File: src/hdl/scr_pkg.sv
`timescale 1ns / 1ps

package scr_pkg;

  // field widths
  localparam int unsigned FREQ_W = 13;
  localparam int unsigned IDX_W  = 6;
  localparam int unsigned KIND_W = 2;

  // stream data widths, packed fields padded to whole bytes
  localparam int unsigned S_TDATA_W = 32;
  localparam int unsigned M_TDATA_W = 24;

  // default table depth
  localparam int unsigned MAX_CHANNELS_DEF = 64;

  // item kinds
  localparam logic [KIND_W-1:0] KIND_CLEAR  = 2'd0;
  localparam logic [KIND_W-1:0] KIND_APPEND = 2'd1;
  localparam logic [KIND_W-1:0] KIND_SCAN   = 2'd2;

  // scan modes
  localparam logic MODE_RR  = 1'b0;
  localparam logic MODE_ALL = 1'b1;

endpackage

File: src/hdl/scr_mem.sv
`timescale 1ns / 1ps

module scr_mem #(
  parameter int unsigned Depth = scr_pkg::MAX_CHANNELS_DEF,
  parameter int unsigned AddrW = 6,
  parameter int unsigned DataW = scr_pkg::FREQ_W
) (
  input  logic             clk_i,
  input  logic             we_i,
  input  logic [AddrW-1:0] waddr_i,
  input  logic [DataW-1:0] wdata_i,
  input  logic             re_i,
  input  logic [AddrW-1:0] raddr_i,
  output logic [DataW-1:0] rdata_o
);

  logic [DataW-1:0] mem_q [Depth];
  logic [DataW-1:0] rdata_q;

  always_ff @(posedge clk_i) begin
    if (we_i) begin
      mem_q[waddr_i] <= wdata_i;
    end
  end

  // read data holds while no read is issued
  always_ff @(posedge clk_i) begin
    if (re_i) begin
      rdata_q <= mem_q[raddr_i];
    end
  end

  assign rdata_o = rdata_q;

endmodule

File: src/hdl/scan_channel_round_robin.sv
`timescale 1ns / 1ps

// Round-robin scan channel scheduler. The block keeps a list of up to MAX_CHANNELS
// channel frequencies in a one-port-read, one-port-write synchronous memory, plus
// a rotating pointer. Every input transfer carries a kind in s_axis_tuser: clear
// (empties the list and rewinds the pointer, no output), append (stores one
// frequency, or when the list is full emits a single output transfer with the
// overflow flag in m_axis_tuser) and scan trigger. An allowed scan on a non-empty
// list walks the list from the pointer, wrapping at the end, skipping every entry
// equal to the home frequency (0 when there is no home), and emits one channel in
// round-robin mode or up to one full pass in all mode; m_axis_tlast marks the
// final channel of the run. Writing a different scan_mode through cfg_we_i /
// cfg_wdata_i rewinds the pointer; write it only while the block is idle.
// Flow: an append to a full list waits for the output register before its
// overflow transfer. A scan takes the input transfer, then visits one table entry
// per cycle through the single memory read port while output back-pressure does
// not stall it, then flushes the held last result. The last result waits in the
// output register while the next item is already taken. The table needs no
// clearing pass after reset.
module scan_channel_round_robin #(
  parameter int unsigned MAX_CHANNELS = scr_pkg::MAX_CHANNELS_DEF
) (
  input  logic                           clk_i,
  input  logic                           rst_ni,
  // configuration
  input  logic                           cfg_we_i,
  input  logic                           cfg_wdata_i,     // scan_mode
  // input stream
  input  logic                           s_axis_tvalid,
  output logic                           s_axis_tready,
  // [12:0] channel_freq, [13] home_valid, [26:14] home_mhz, [27] scan_allowed
  input  logic [scr_pkg::S_TDATA_W-1:0]  s_axis_tdata,
  input  logic [scr_pkg::KIND_W-1:0]     s_axis_tuser,    // [1:0] kind
  // output stream
  output logic                           m_axis_tvalid,
  input  logic                           m_axis_tready,
  // [12:0] scan_freq, [18:13] run_index
  output logic [scr_pkg::M_TDATA_W-1:0]  m_axis_tdata,
  output logic                           m_axis_tlast,    // run_last
  output logic                           m_axis_tuser     // [0] overflow
);

  localparam int unsigned CW = $clog2(MAX_CHANNELS + 1);             // count / pointer
  localparam int unsigned AW = (MAX_CHANNELS > 1) ? $clog2(MAX_CHANNELS) : 1;
  localparam int unsigned FW = scr_pkg::FREQ_W;
  localparam int unsigned IW = scr_pkg::IDX_W;

  // controller states
  localparam logic [1:0] ST_IDLE  = 2'd0;
  localparam logic [1:0] ST_WALK  = 2'd1;
  localparam logic [1:0] ST_FLUSH = 2'd2;
  localparam logic [1:0] ST_OVF   = 2'd3;

  // input field unpacking
  logic [FW-1:0]             in_freq;
  logic                      in_home_valid;
  logic [FW-1:0]             in_home_mhz;
  logic                      in_allowed;
  logic [scr_pkg::KIND_W-1:0] in_kind;

  assign in_freq       = s_axis_tdata[FW-1:0];
  assign in_home_valid = s_axis_tdata[FW];
  assign in_home_mhz   = s_axis_tdata[2*FW:FW+1];
  assign in_allowed    = s_axis_tdata[2*FW+1];
  assign in_kind       = s_axis_tuser;

  // control state
  logic [1:0]    state_q, state_d;
  logic          mode_q, mode_d;
  logic [CW-1:0] count_q, count_d;
  logic [CW-1:0] ptr_q, ptr_d;       // commit pointer, always wrapped
  logic [CW-1:0] rd_ptr_q, rd_ptr_d; // read-issue pointer, always wrapped
  logic [CW-1:0] iss_q, iss_d;       // reads issued this run
  logic [CW-1:0] steps_q, steps_d;   // entries examined this run
  logic [CW-1:0] used_q, used_d;     // channels found this run
  logic          rv_q, rv_d;         // read data valid at memory output
  logic          pend_q, pend_d;     // held result, last flag not known yet

  // payload state
  logic [FW-1:0] home_q, home_d;
  logic [FW-1:0] pend_freq_q, pend_freq_d;
  logic [IW-1:0] pend_idx_q, pend_idx_d;

  // output register
  logic          out_valid_q, out_valid_d;
  logic [FW-1:0] out_freq_q, out_freq_d;
  logic [IW-1:0] out_idx_q, out_idx_d;
  logic          out_last_q, out_last_d;
  logic          out_ovf_q, out_ovf_d;

  // memory ports
  logic          mem_we;
  logic          mem_re;
  logic [FW-1:0] mem_rdata;

  logic          acc;
  logic          out_free;
  logic          hit;
  logic          stall;
  logic          consume;
  logic          issue;
  logic          done;
  logic [CW-1:0] limit;
  logic [CW-1:0] used_inc;
  logic [CW-1:0] steps_inc;
  logic [CW-1:0] ptr_inc;
  logic [CW-1:0] ptr_start;
  logic [CW-1:0] rd_ptr_inc;
  logic          full;

  assign s_axis_tready = (state_q == ST_IDLE);
  assign acc           = s_axis_tvalid && s_axis_tready;
  assign out_free      = !out_valid_q || m_axis_tready;
  assign full          = (count_q == CW'(MAX_CHANNELS));

  assign mem_we = acc && (in_kind == scr_pkg::KIND_APPEND) && !full;

  // walk datapath: one table entry examined per cycle unless output back-pressure stalls it
  assign hit        = (mem_rdata != home_q);
  assign stall      = rv_q && hit && pend_q && !out_free;
  assign consume    = (state_q == ST_WALK) && rv_q && !stall;
  assign issue      = (state_q == ST_WALK) && (iss_q != count_q) && (!rv_q || consume);
  assign limit      = (mode_q == scr_pkg::MODE_ALL) ? count_q : CW'(1);
  assign used_inc   = used_q + CW'(1);
  assign steps_inc  = steps_q + CW'(1);
  assign done       = consume && ((hit && (used_inc == limit)) || (steps_inc == count_q));
  assign ptr_inc    = ((ptr_q + CW'(1)) == count_q) ? '0 : (ptr_q + CW'(1));
  assign ptr_start  = (ptr_q >= count_q) ? '0 : ptr_q;
  assign rd_ptr_inc = ((rd_ptr_q + CW'(1)) == count_q) ? '0 : (rd_ptr_q + CW'(1));
  assign mem_re     = issue;

  always_comb begin
    state_d     = state_q;
    mode_d      = mode_q;
    count_d     = count_q;
    ptr_d       = ptr_q;
    rd_ptr_d    = rd_ptr_q;
    iss_d       = iss_q;
    steps_d     = steps_q;
    used_d      = used_q;
    rv_d        = rv_q;
    pend_d      = pend_q;
    home_d      = home_q;
    pend_freq_d = pend_freq_q;
    pend_idx_d  = pend_idx_q;
    out_valid_d = out_valid_q && !m_axis_tready;
    out_freq_d  = out_freq_q;
    out_idx_d   = out_idx_q;
    out_last_d  = out_last_q;
    out_ovf_d   = out_ovf_q;

    case (state_q)
      ST_IDLE: begin
        if (acc) begin
          case (in_kind)
            scr_pkg::KIND_CLEAR: begin
              count_d = '0;
              ptr_d   = '0;
            end
            scr_pkg::KIND_APPEND: begin
              if (full) begin
                state_d = ST_OVF;
              end else begin
                count_d = count_q + CW'(1);
              end
            end
            scr_pkg::KIND_SCAN: begin
              if (in_allowed && (count_q != '0)) begin
                state_d  = ST_WALK;
                ptr_d    = ptr_start;
                rd_ptr_d = ptr_start;
                iss_d    = '0;
                steps_d  = '0;
                used_d   = '0;
                rv_d     = 1'b0;
                pend_d   = 1'b0;
                home_d   = in_home_valid ? in_home_mhz : '0;
              end
            end
            default: begin
            end
          endcase
        end
      end
      ST_WALK: begin
        if (issue) begin
          rd_ptr_d = rd_ptr_inc;
          iss_d    = iss_q + CW'(1);
        end
        if (consume) begin
          // pointer wraps right away so a later append never lands under it
          ptr_d   = ptr_inc;
          steps_d = steps_inc;
          if (hit) begin
            // release the previously held result, it is not the last one
            if (pend_q) begin
              out_valid_d = 1'b1;
              out_freq_d  = pend_freq_q;
              out_idx_d   = pend_idx_q;
              out_last_d  = 1'b0;
              out_ovf_d   = 1'b0;
            end
            pend_d      = 1'b1;
            pend_freq_d = mem_rdata;
            pend_idx_d  = IW'(used_q);
            used_d      = used_inc;
          end
        end
        if (done) begin
          state_d = ST_FLUSH;
          rv_d    = 1'b0;
        end else begin
          rv_d = issue || stall;
        end
      end
      ST_FLUSH: begin
        if (!pend_q) begin
          state_d = ST_IDLE;
        end else if (out_free) begin
          out_valid_d = 1'b1;
          out_freq_d  = pend_freq_q;
          out_idx_d   = pend_idx_q;
          out_last_d  = 1'b1;
          out_ovf_d   = 1'b0;
          pend_d      = 1'b0;
          state_d     = ST_IDLE;
        end
      end
      ST_OVF: begin
        if (out_free) begin
          out_valid_d = 1'b1;
          out_freq_d  = '0;
          out_idx_d   = '0;
          out_last_d  = 1'b0;
          out_ovf_d   = 1'b1;
          state_d     = ST_IDLE;
        end
      end
      default: begin
        state_d = ST_IDLE;
      end
    endcase

    // mode change rewinds the pointer; the user writes it only while idle, the block does not enforce this
    if (cfg_we_i && (cfg_wdata_i != mode_q)) begin
      mode_d = cfg_wdata_i;
      ptr_d  = '0;
    end
  end

  always_ff @(posedge clk_i or negedge rst_ni) begin
    if (!rst_ni) begin
      state_q     <= ST_IDLE;
      mode_q      <= scr_pkg::MODE_RR;
      count_q     <= '0;
      ptr_q       <= '0;
      rd_ptr_q    <= '0;
      iss_q       <= '0;
      steps_q     <= '0;
      used_q      <= '0;
      rv_q        <= 1'b0;
      pend_q      <= 1'b0;
      out_valid_q <= 1'b0;
    end else begin
      state_q     <= state_d;
      mode_q      <= mode_d;
      count_q     <= count_d;
      ptr_q       <= ptr_d;
      rd_ptr_q    <= rd_ptr_d;
      iss_q       <= iss_d;
      steps_q     <= steps_d;
      used_q      <= used_d;
      rv_q        <= rv_d;
      pend_q      <= pend_d;
      out_valid_q <= out_valid_d;
    end
  end

  always_ff @(posedge clk_i) begin
    home_q      <= home_d;
    pend_freq_q <= pend_freq_d;
    pend_idx_q  <= pend_idx_d;
    out_freq_q  <= out_freq_d;
    out_idx_q   <= out_idx_d;
    out_last_q  <= out_last_d;
    out_ovf_q   <= out_ovf_d;
  end

  scr_mem #(
    .Depth (MAX_CHANNELS),
    .AddrW (AW),
    .DataW (FW)
  ) u_mem (
    .clk_i   (clk_i),
    .we_i    (mem_we),
    .waddr_i (count_q[AW-1:0]),
    .wdata_i (in_freq),
    .re_i    (mem_re),
    .raddr_i (rd_ptr_q[AW-1:0]),
    .rdata_o (mem_rdata)
  );

  assign m_axis_tvalid = out_valid_q;
  assign m_axis_tdata  = {{(scr_pkg::M_TDATA_W - FW - IW){1'b0}}, out_idx_q, out_freq_q};
  assign m_axis_tlast  = out_last_q;
  assign m_axis_tuser  = out_ovf_q;

`ifndef SYNTH
  // never more channels found than entries examined
  a_used_le_steps: assert property (@(posedge clk_i) disable iff (!rst_ni)
    (state_q == ST_WALK) |-> (used_q <= steps_q))
    else $error("found more channels than entries examined");

  // list never grows past its capacity
  a_count_bound: assert property (@(posedge clk_i) disable iff (!rst_ni)
    count_q <= CW'(MAX_CHANNELS))
    else $error("channel count past capacity");

  // a held result exists only during a scan run
  a_pend_in_run: assert property (@(posedge clk_i) disable iff (!rst_ni)
    pend_q |-> ((state_q == ST_WALK) || (state_q == ST_FLUSH)))
    else $error("held result outside a scan run");

  // an overflow transfer carries no channel and no run end
  a_ovf_clean: assert property (@(posedge clk_i) disable iff (!rst_ni)
    (out_valid_q && out_ovf_q) |-> (!out_last_q && (out_freq_q == '0) && (out_idx_q == '0)))
    else $error("overflow transfer with channel payload");

  // scan run ends with the last flag on the released result
  a_flush_last: assert property (@(posedge clk_i) disable iff (!rst_ni)
    ((state_q == ST_FLUSH) && pend_q && out_free) |=> (out_valid_q && out_last_q))
    else $error("run end not flagged");
`endif

endmodule
File: config.mk
export PLATFORM = sky130hd
export DESIGN_NAME = scan_channel_round_robin
export DESIGN_NICKNAME = d
export VERILOG_FILES = /design/src/hdl/scr_pkg.sv /design/src/hdl/scr_mem.sv /design/src/hdl/scan_channel_round_robin.sv
export SDC_FILE = /design/constraint.sdc
export NUM_CORES = 1
export LEC_CHECK = 0
export BUFFER_PORTS_ARGS = -buffer_cell sky130_fd_sc_hd__buf_2
export CAP_MARGIN = 5
export CORE_MARGIN = 3
export CORE_UTILIZATION = 25
export DETAILED_ROUTE_END_ITERATION = 10
export GPL_ROUTABILITY_DRIVEN = 0
export MAX_ROUTING_LAYER = met4
export PLACE_DENSITY = 0.51
export RECOVER_POWER = 25
export SLEW_MARGIN = 20
export SYNTH_ARGS = -nofsm -noshare
export SYNTH_HDL_FRONTEND = slang
export SYNTH_HIERARCHICAL = 1
export SYNTH_SLANG_ARGS = --single-unit
export TNS_END_PERCENT = 5
File: constraint.sdc
create_clock -name clk_i -period 4.44 [get_ports clk_i]
set_input_delay 0.444 -clock clk_i [delete_from_list [all_inputs] [get_ports clk_i]]
set_output_delay 0.444 -clock clk_i [all_outputs]
set_load 0.01 [all_outputs]
# Word-level counts from Yosys, hierarchy flattened
# Memory sizes are Yosys's and may differ from the RTL's. A register that Yosys moved wholly into a read port is not among the register bits.
# Index checks and enable logic that the tools add are counted.
# word_totals
input_bits,40
wordCells,177
mem_count,1
mem_bits_rw,832
reg_bits,101
# mem_list
name,depth,width,rd,rd_clocked_by_memory_dff,wr,line_no,rtl
u_mem.mem_q,64,13,1,1,1,scr_mem.sv:17,logic [DataW-1:0] mem_q [Depth];
# classes
muxes,75
add_sub_neg,6
eq_ne,32
magnitude_cmp,1
reduce_logical,44
# ops
op,n
7-bit two-way mux,19
7-bit case mux with 2 select lines,7
13-bit two-way mux,6
"7-bit by 1-bit adder with 7-bit output, second input constant",6
13-bit case mux with 3 select lines,1
6-bit two-way mux,6
7-bit equality test,4
1-bit two-way mux,22
5-bit AND reduction,4
"2-bit != test, second input constant",9
6-bit case mux with 3 select lines,1
1-bit logical AND,15
13-bit != test,1
2-bit two-way mux,6
1-bit case mux with 3 select lines,4
4-bit AND reduction,3
6-bit AND reduction,2
3-bit nonzero test,3
2-bit case mux with 4 select lines,1
"7-bit equality test, second input constant",1
7-bit >= comparator,1
7-bit != test,1
7-bit AND reduction,1
7-bit nonzero test,1
16 further kinds,33

# Logic depth before layout (Yosys ltp)
# logic_depth
depth_word,11
ltp_mapped,11

# Hierarchy
# Netlist, hierarchy kept.
# modules_own_cells
module,cells_per_inst,area_per_inst_um2,seq_area_each_um2,n_inst
scr_mem,1432,32563.7,25374.3,1
scan_channel_round_robin,526,5589.1,2792.7,1

# Least setup slack after synthesis
# OpenSTA, ideal clock, no wires.
# synth_timing
path_kind,register -> register
start,register state_q[1]
end,register out_last_q (netlist: m_axis_tlast) (enable)
arrival_time_ps,3283
path_slack_ps,750
synth_period_minus_slack_ps,3690
required_ps,4033
path_buffers,1
setup_ps,407
stages_incl_launch_ff,8
path_cell_list,dfrtp_1 inv_1 ha_1 clkbuf_1 nand3_1 nor2_1 a41oi_1 o22ai_1
# synth_between
elab_chain_cells,5
# synth_rtl
element,line_no,rtl
from (decl),scan_channel_round_robin.sv:68,"logic [1:0] state_q, state_d;"
from (signal assigned),scan_channel_round_robin.sv:265,state_q <= state_d;
2-bit by 1-bit equality test with 1-bit output,"scan_channel_round_robin.sv:121, scan_channel_round_robin.sv:152",
1-bit logical AND (2 in series),scan_channel_round_robin.sv:121,assign consume = (state_q == ST_WALK) && rv_q && !stall;
2-bit != test (no line),--,
7-bit AND reduction (no line) *,--,
to (signal assigned),scan_channel_round_robin.sv:285,out_last_q <= out_last_d;
to (decl),scan_channel_round_robin.sv:88,"logic out_last_q, out_last_d;"
# Every way passes the cells marked *; elsewhere a longest branch is shown, timed or not.
# A chain may end at the register's enable or synchronous reset.

# Worst setup path after layout
# layout_timing
start,register state_q[1]
end,memory u_mem/mem_q[5][1] in the netlist's numbering (enable)
# layout_between
elab_chain_cells,6
# layout_rtl
element,line_no,rtl
2-bit logical NOT,scan_channel_round_robin.sv:111,assign s_axis_tready = (state_q == ST_IDLE);
1-bit logical AND,scan_channel_round_robin.sv:112,assign acc = s_axis_tvalid && s_axis_tready;
1-bit logical AND (2 in series),scan_channel_round_robin.sv:116,assign mem_we = acc && (in_kind == scr_pkg::KIND_APPEND) && !full;
net mem_we,scan_channel_round_robin.sv:92,logic mem_we;
1-bit two-way mux,scr_mem.sv:21,if (we_i) begin
1-bit two-way mux (implied by the code),scr_mem.sv:22,mem_q[waddr_i] <= wdata_i;
to (decl),scr_mem.sv:17,
# The timed path passes the listed nets, and every way through them passes these cells.

==> summary.txt <==
Synth top cells by count: sky130_fd_sc_hd__edfxtp_1, sky130_fd_sc_hd__mux4_2, sky130_fd_sc_hd__nor2_1, sky130_fd_sc_hd__nand2_1, sky130_fd_sc_hd__dfrtp_1
Wire length of the first global-routing pass: 135000 µm
Die outline height: 397 µm
Starting density of the core: 25.3%
DR vias: 19230
Top_reg_cell synth: sky130_fd_sc_hd__edfxtp_1
Overall track demand over capacity in global routing: 12.0%
Worst Setup Path Type: reg2reg
Violated checks: capacitance limit, slew limit
Root Buffer: sky130_fd_sc_hd__clkbuf_16
R2R cell count: 10
Shortest period the worst path allows: 3810 ps
Slowest stage delay, CP: 750 ps
Number of max-slew violations in the final report: 520
Reg2reg start: state_q[1]
DR WL/cell: 21.7 µm
Setup clock skew after layout: 27.8 ps
Worst-case setup slack after placement: 574 ps
Cells after Synth: 1958
CTS Buf Count: 98
Total standard cell area after synthesis: 0.0382 mm²
Top Family by Delay on Critical Path: simple AND/OR/NAND/NOR gates
Die outline area: 0.157 mm²
DR iter-0 viols: 1759
IO Count: 68
Insertion delay to the later sink of the worst-skew pair: 700 ps
Minimum setup slack in the final design: 627 ps
Critical Path RT: 4820 ps
Sequential cell area fraction in the yosys report: 73.8%
Drt first pass iters: 5
DRC errors left: 0
Global-route congestion overflow total: 0
Cell Rows: 142
Final HPWL from detailed placement: 58300 µm
Floorplan Core Area: 0.151 mm²
Number of post-CTS setup repair buffers: 0
Fraction of synthesis flops using an asynchronous set or reset pin: 5.07%
RSZ-0062 raised after global routing: false
Reg-to-Reg End: u_mem/mem_q[5][1]
Number of buffers inserted by port buffering: 58
Detailed-route wire length: 92200 µm
Path class of the lowest-slack min-delay path: in2reg
Post-synth EDFFs: 898
Worst reg-to-reg setup slack: 630 ps
Num Clock Sinks: 946
Share of layout cells above drive strength 1: 26.2%
Final #Nets: 2203
Destination of the critical timing path: u_mem/mem_q[5][1]
Power density over cell area: 521 mW/mm²
Pin slew with the least headroom to its limit: 3550 ps
Clock transition at path regs: 60 ps
Share of the synthesized area in the top cell type: 70.7%
ANT nets after route: 0
Largest cells by area after synthesis: sky130_fd_sc_hd__edfxtp_1, sky130_fd_sc_hd__mux4_2, sky130_fd_sc_hd__dfrtp_1
Period utilisation layout: 85.9%
CP Capture Type: flop
Static leakage power: 14.0 nW
Antenna violations before repair: 7
Crit. Startpoint: state_q[1]
Synthesized area divided by synthesized cell count: 19.5 µm²
Max rail drop VDD: 313 µV
CTS HTree Levels: 3
Vias in the first global route: 19913
Flip-flop and latch count after synthesis: 946
Cell with the most instances after synthesis: sky130_fd_sc_hd__edfxtp_1
Total negative slack: 0 ps
CP Cell Sequence: inv_1, ha_1, nand2_1, nor2_1, nand2_1, nor2_1, inv_1, or2_1, nor2_1, buf_4
Hold violation total from the final report: 0
TritonCTS clock tree: done
Buffer levels on the longest clock path: 3
Critical path startpoint category: flop
Warnings, synthesis: 6
Highest net fanout along the worst path: 13
Unique cell type count in the Yosys netlist: 72
Max Clock Freq: 0.262 GHz
Count of endpoints failing setup in the final report: 0
Max-Cap Viols: 8
Horizontal die dimension: 397 µm
Master of the slowest instance on the critical path: sky130_fd_sc_hd__nor2_1
Drt via density: 4.53
Number of stages on the worst setup path: 10
Number of buffer and inverter stages on the critical path: 3
Pin count of the biggest net entering global routing: 65
Worst slew margin relative to its limit: -136%
Post-synthesis cell type with the largest combined area: sky130_fd_sc_hd__edfxtp_1
Crit-path most repeated cell: sky130_fd_sc_hd__nor2_1
Status: finished with violations
Worst Min Path Start: s_axis_tdata[16]
Area added between synthesis and finish: 16.9%
Data arrival, critical path: 4200 ps
[report_power, final]
part / total, mW / switching, mW / internal (mW)
Combinational: 4.84 / 2.69 / 2.15
Sequential: 10.4 / 0.283 / 10.1
Clock: 8.02 / 3.41 / 4.61
[cell type report]
| class | count | area (µm²) |
|---|---|---|
| timing repair buffer | 193 | 1370 |
| tap | 2016 | 2520 |
| inverter | 21 | 78.8 |
| antenna | 3 | 7.51 |
| fill | 14793 | 106000 |
| multi-input combinational | 885 | 9330 |
| clock buffer | 117 | 2540 |
| clock inverter | 63 | 563 |
| sequential | 946 | 28200 |
[worst min-delay path by stage]
stage                     endpoint  slack [ps]  cells past startpoint
finish                   home_q[2]          70                      2
global route            home_q[10]          40                      2
CTS                      home_q[2]           2                      2
detailed placement  pend_freq_q[8]         470                      0
global placement    pend_freq_q[8]         470                      0
floorplan               count_q[0]         150                      0
[metrics by stage]
step | instance area, µm² | std cells | util, % | total power, mW | hold slack (ps)
2_1_floorplan | 38200 | 1962 | - | 13.8 | 148
5_1_grt | 44600 | 4244 | 29.6 | 24.2 | 37.9
6_report | 44600 | 4244 | 29.6 | 23.2 | 72.2
3_5_place_dp | 41500 | 4056 | 27.5 | 15.5 | 470
3_3_place_gp | 41500 | 4056 | 27.5 | 15.4 | 474
4_1_cts | 44600 | 4240 | 29.6 | 23.6 | 1.87
[routing by layer]
metal  share of wire [%]  GRT usage [%]  vias to the layer above  routed length [µm]
li1                    -              -                     8358                   -
met1                  43           15.5                    10226               39500
met2                  49           19.3                      513               45200
met3                 5.9           2.52                      133                5480
met4                 2.1           2.85                        0                1950
met5                   0              -                        -                   0
[cells by family after synthesis]
logic type,Yosys count,share of synthesized area [%]
fa+ha+maj,18,0.590
simple gates,325,4.25
xor+xnor,65,1.57
compound gates,195,3.74
flops,946,73.8
buf+inv,131,1.78
mux,277,14.2
other cells,1,0.00983
[flip-flops by register name, indices dropped and copies added, names as in the netlist]
signal	flops
count_q	7
steps_q	7
iss_q	7
state_q	2
out_idx_q	6
u_mem/mem_q	832
pend_idx_q	6
rv_q	1
rd_ptr_q	7
home_q	13
out_freq_q	13
used_q	7
pend_q	1
m_axis_tlast	1
m_axis_tuser	1
m_axis_tvalid	1
ptr_q	7
mode_q	1
u_mem/rdata_o	13
pend_freq_q	13
[repair_timing]
action / CTS / global route
endpoints found under the hold margin: 50 / 0
resized for setup: 0 / 0
setup endpoints to repair: 0 / 0
hold buffers: 4 / 0
[cells in the final DEF (no fill, tap or decap), types with 5 or more instances in the layout]
master,instances
sky130_fd_sc_hd__clkbuf_16,99
sky130_fd_sc_hd__or3_1,6
sky130_fd_sc_hd__mux2_2,41
sky130_fd_sc_hd__a211oi_1,23
sky130_fd_sc_hd__clkinv_2,12
sky130_fd_sc_hd__buf_12,7
sky130_fd_sc_hd__nand4_1,11
sky130_fd_sc_hd__clkbuf_1,30
sky130_fd_sc_hd__a21oi_1,18
sky130_fd_sc_hd__and3_1,8
sky130_fd_sc_hd__mux2i_1,27
sky130_fd_sc_hd__o31ai_1,20
sky130_fd_sc_hd__nand2_1,58
sky130_fd_sc_hd__nor2b_1,37
sky130_fd_sc_hd__bufinv_16,9
sky130_fd_sc_hd__dfrtp_1,44
sky130_fd_sc_hd__clkinv_1,31
sky130_fd_sc_hd__o22ai_1,26
sky130_fd_sc_hd__nand2b_1,13
sky130_fd_sc_hd__inv_1,21
sky130_fd_sc_hd__ha_1,18
sky130_fd_sc_hd__xnor2_1,24
sky130_fd_sc_hd__o21ai_0,32
sky130_fd_sc_hd__edfxtp_1,898
sky130_fd_sc_hd__xor2_1,39
sky130_fd_sc_hd__a2111o_1,10
sky130_fd_sc_hd__and2_0,12
sky130_fd_sc_hd__buf_2,54
sky130_fd_sc_hd__nand3b_1,8
sky130_fd_sc_hd__o221ai_1,14
sky130_fd_sc_hd__nand3_1,31
sky130_fd_sc_hd__conb_1,5
sky130_fd_sc_hd__a22o_1,10
sky130_fd_sc_hd__mux4_2,208
sky130_fd_sc_hd__nor2_1,105
sky130_fd_sc_hd__nor3_1,10
sky130_fd_sc_hd__buf_4,115
[worst register-to-register path, cell delays in order (launching register included)]
cell,delay [ps]
sky130_fd_sc_hd__dfrtp_1,410
sky130_fd_sc_hd__inv_1,120
sky130_fd_sc_hd__ha_1,340
sky130_fd_sc_hd__nand2_1,150
sky130_fd_sc_hd__nor2_1,360
sky130_fd_sc_hd__nand2_1,230
sky130_fd_sc_hd__nor2_1,750
sky130_fd_sc_hd__inv_1,200
sky130_fd_sc_hd__or2_1,440
sky130_fd_sc_hd__nor2_1,230
sky130_fd_sc_hd__buf_4,260
(Power assumes the default switching activity.)
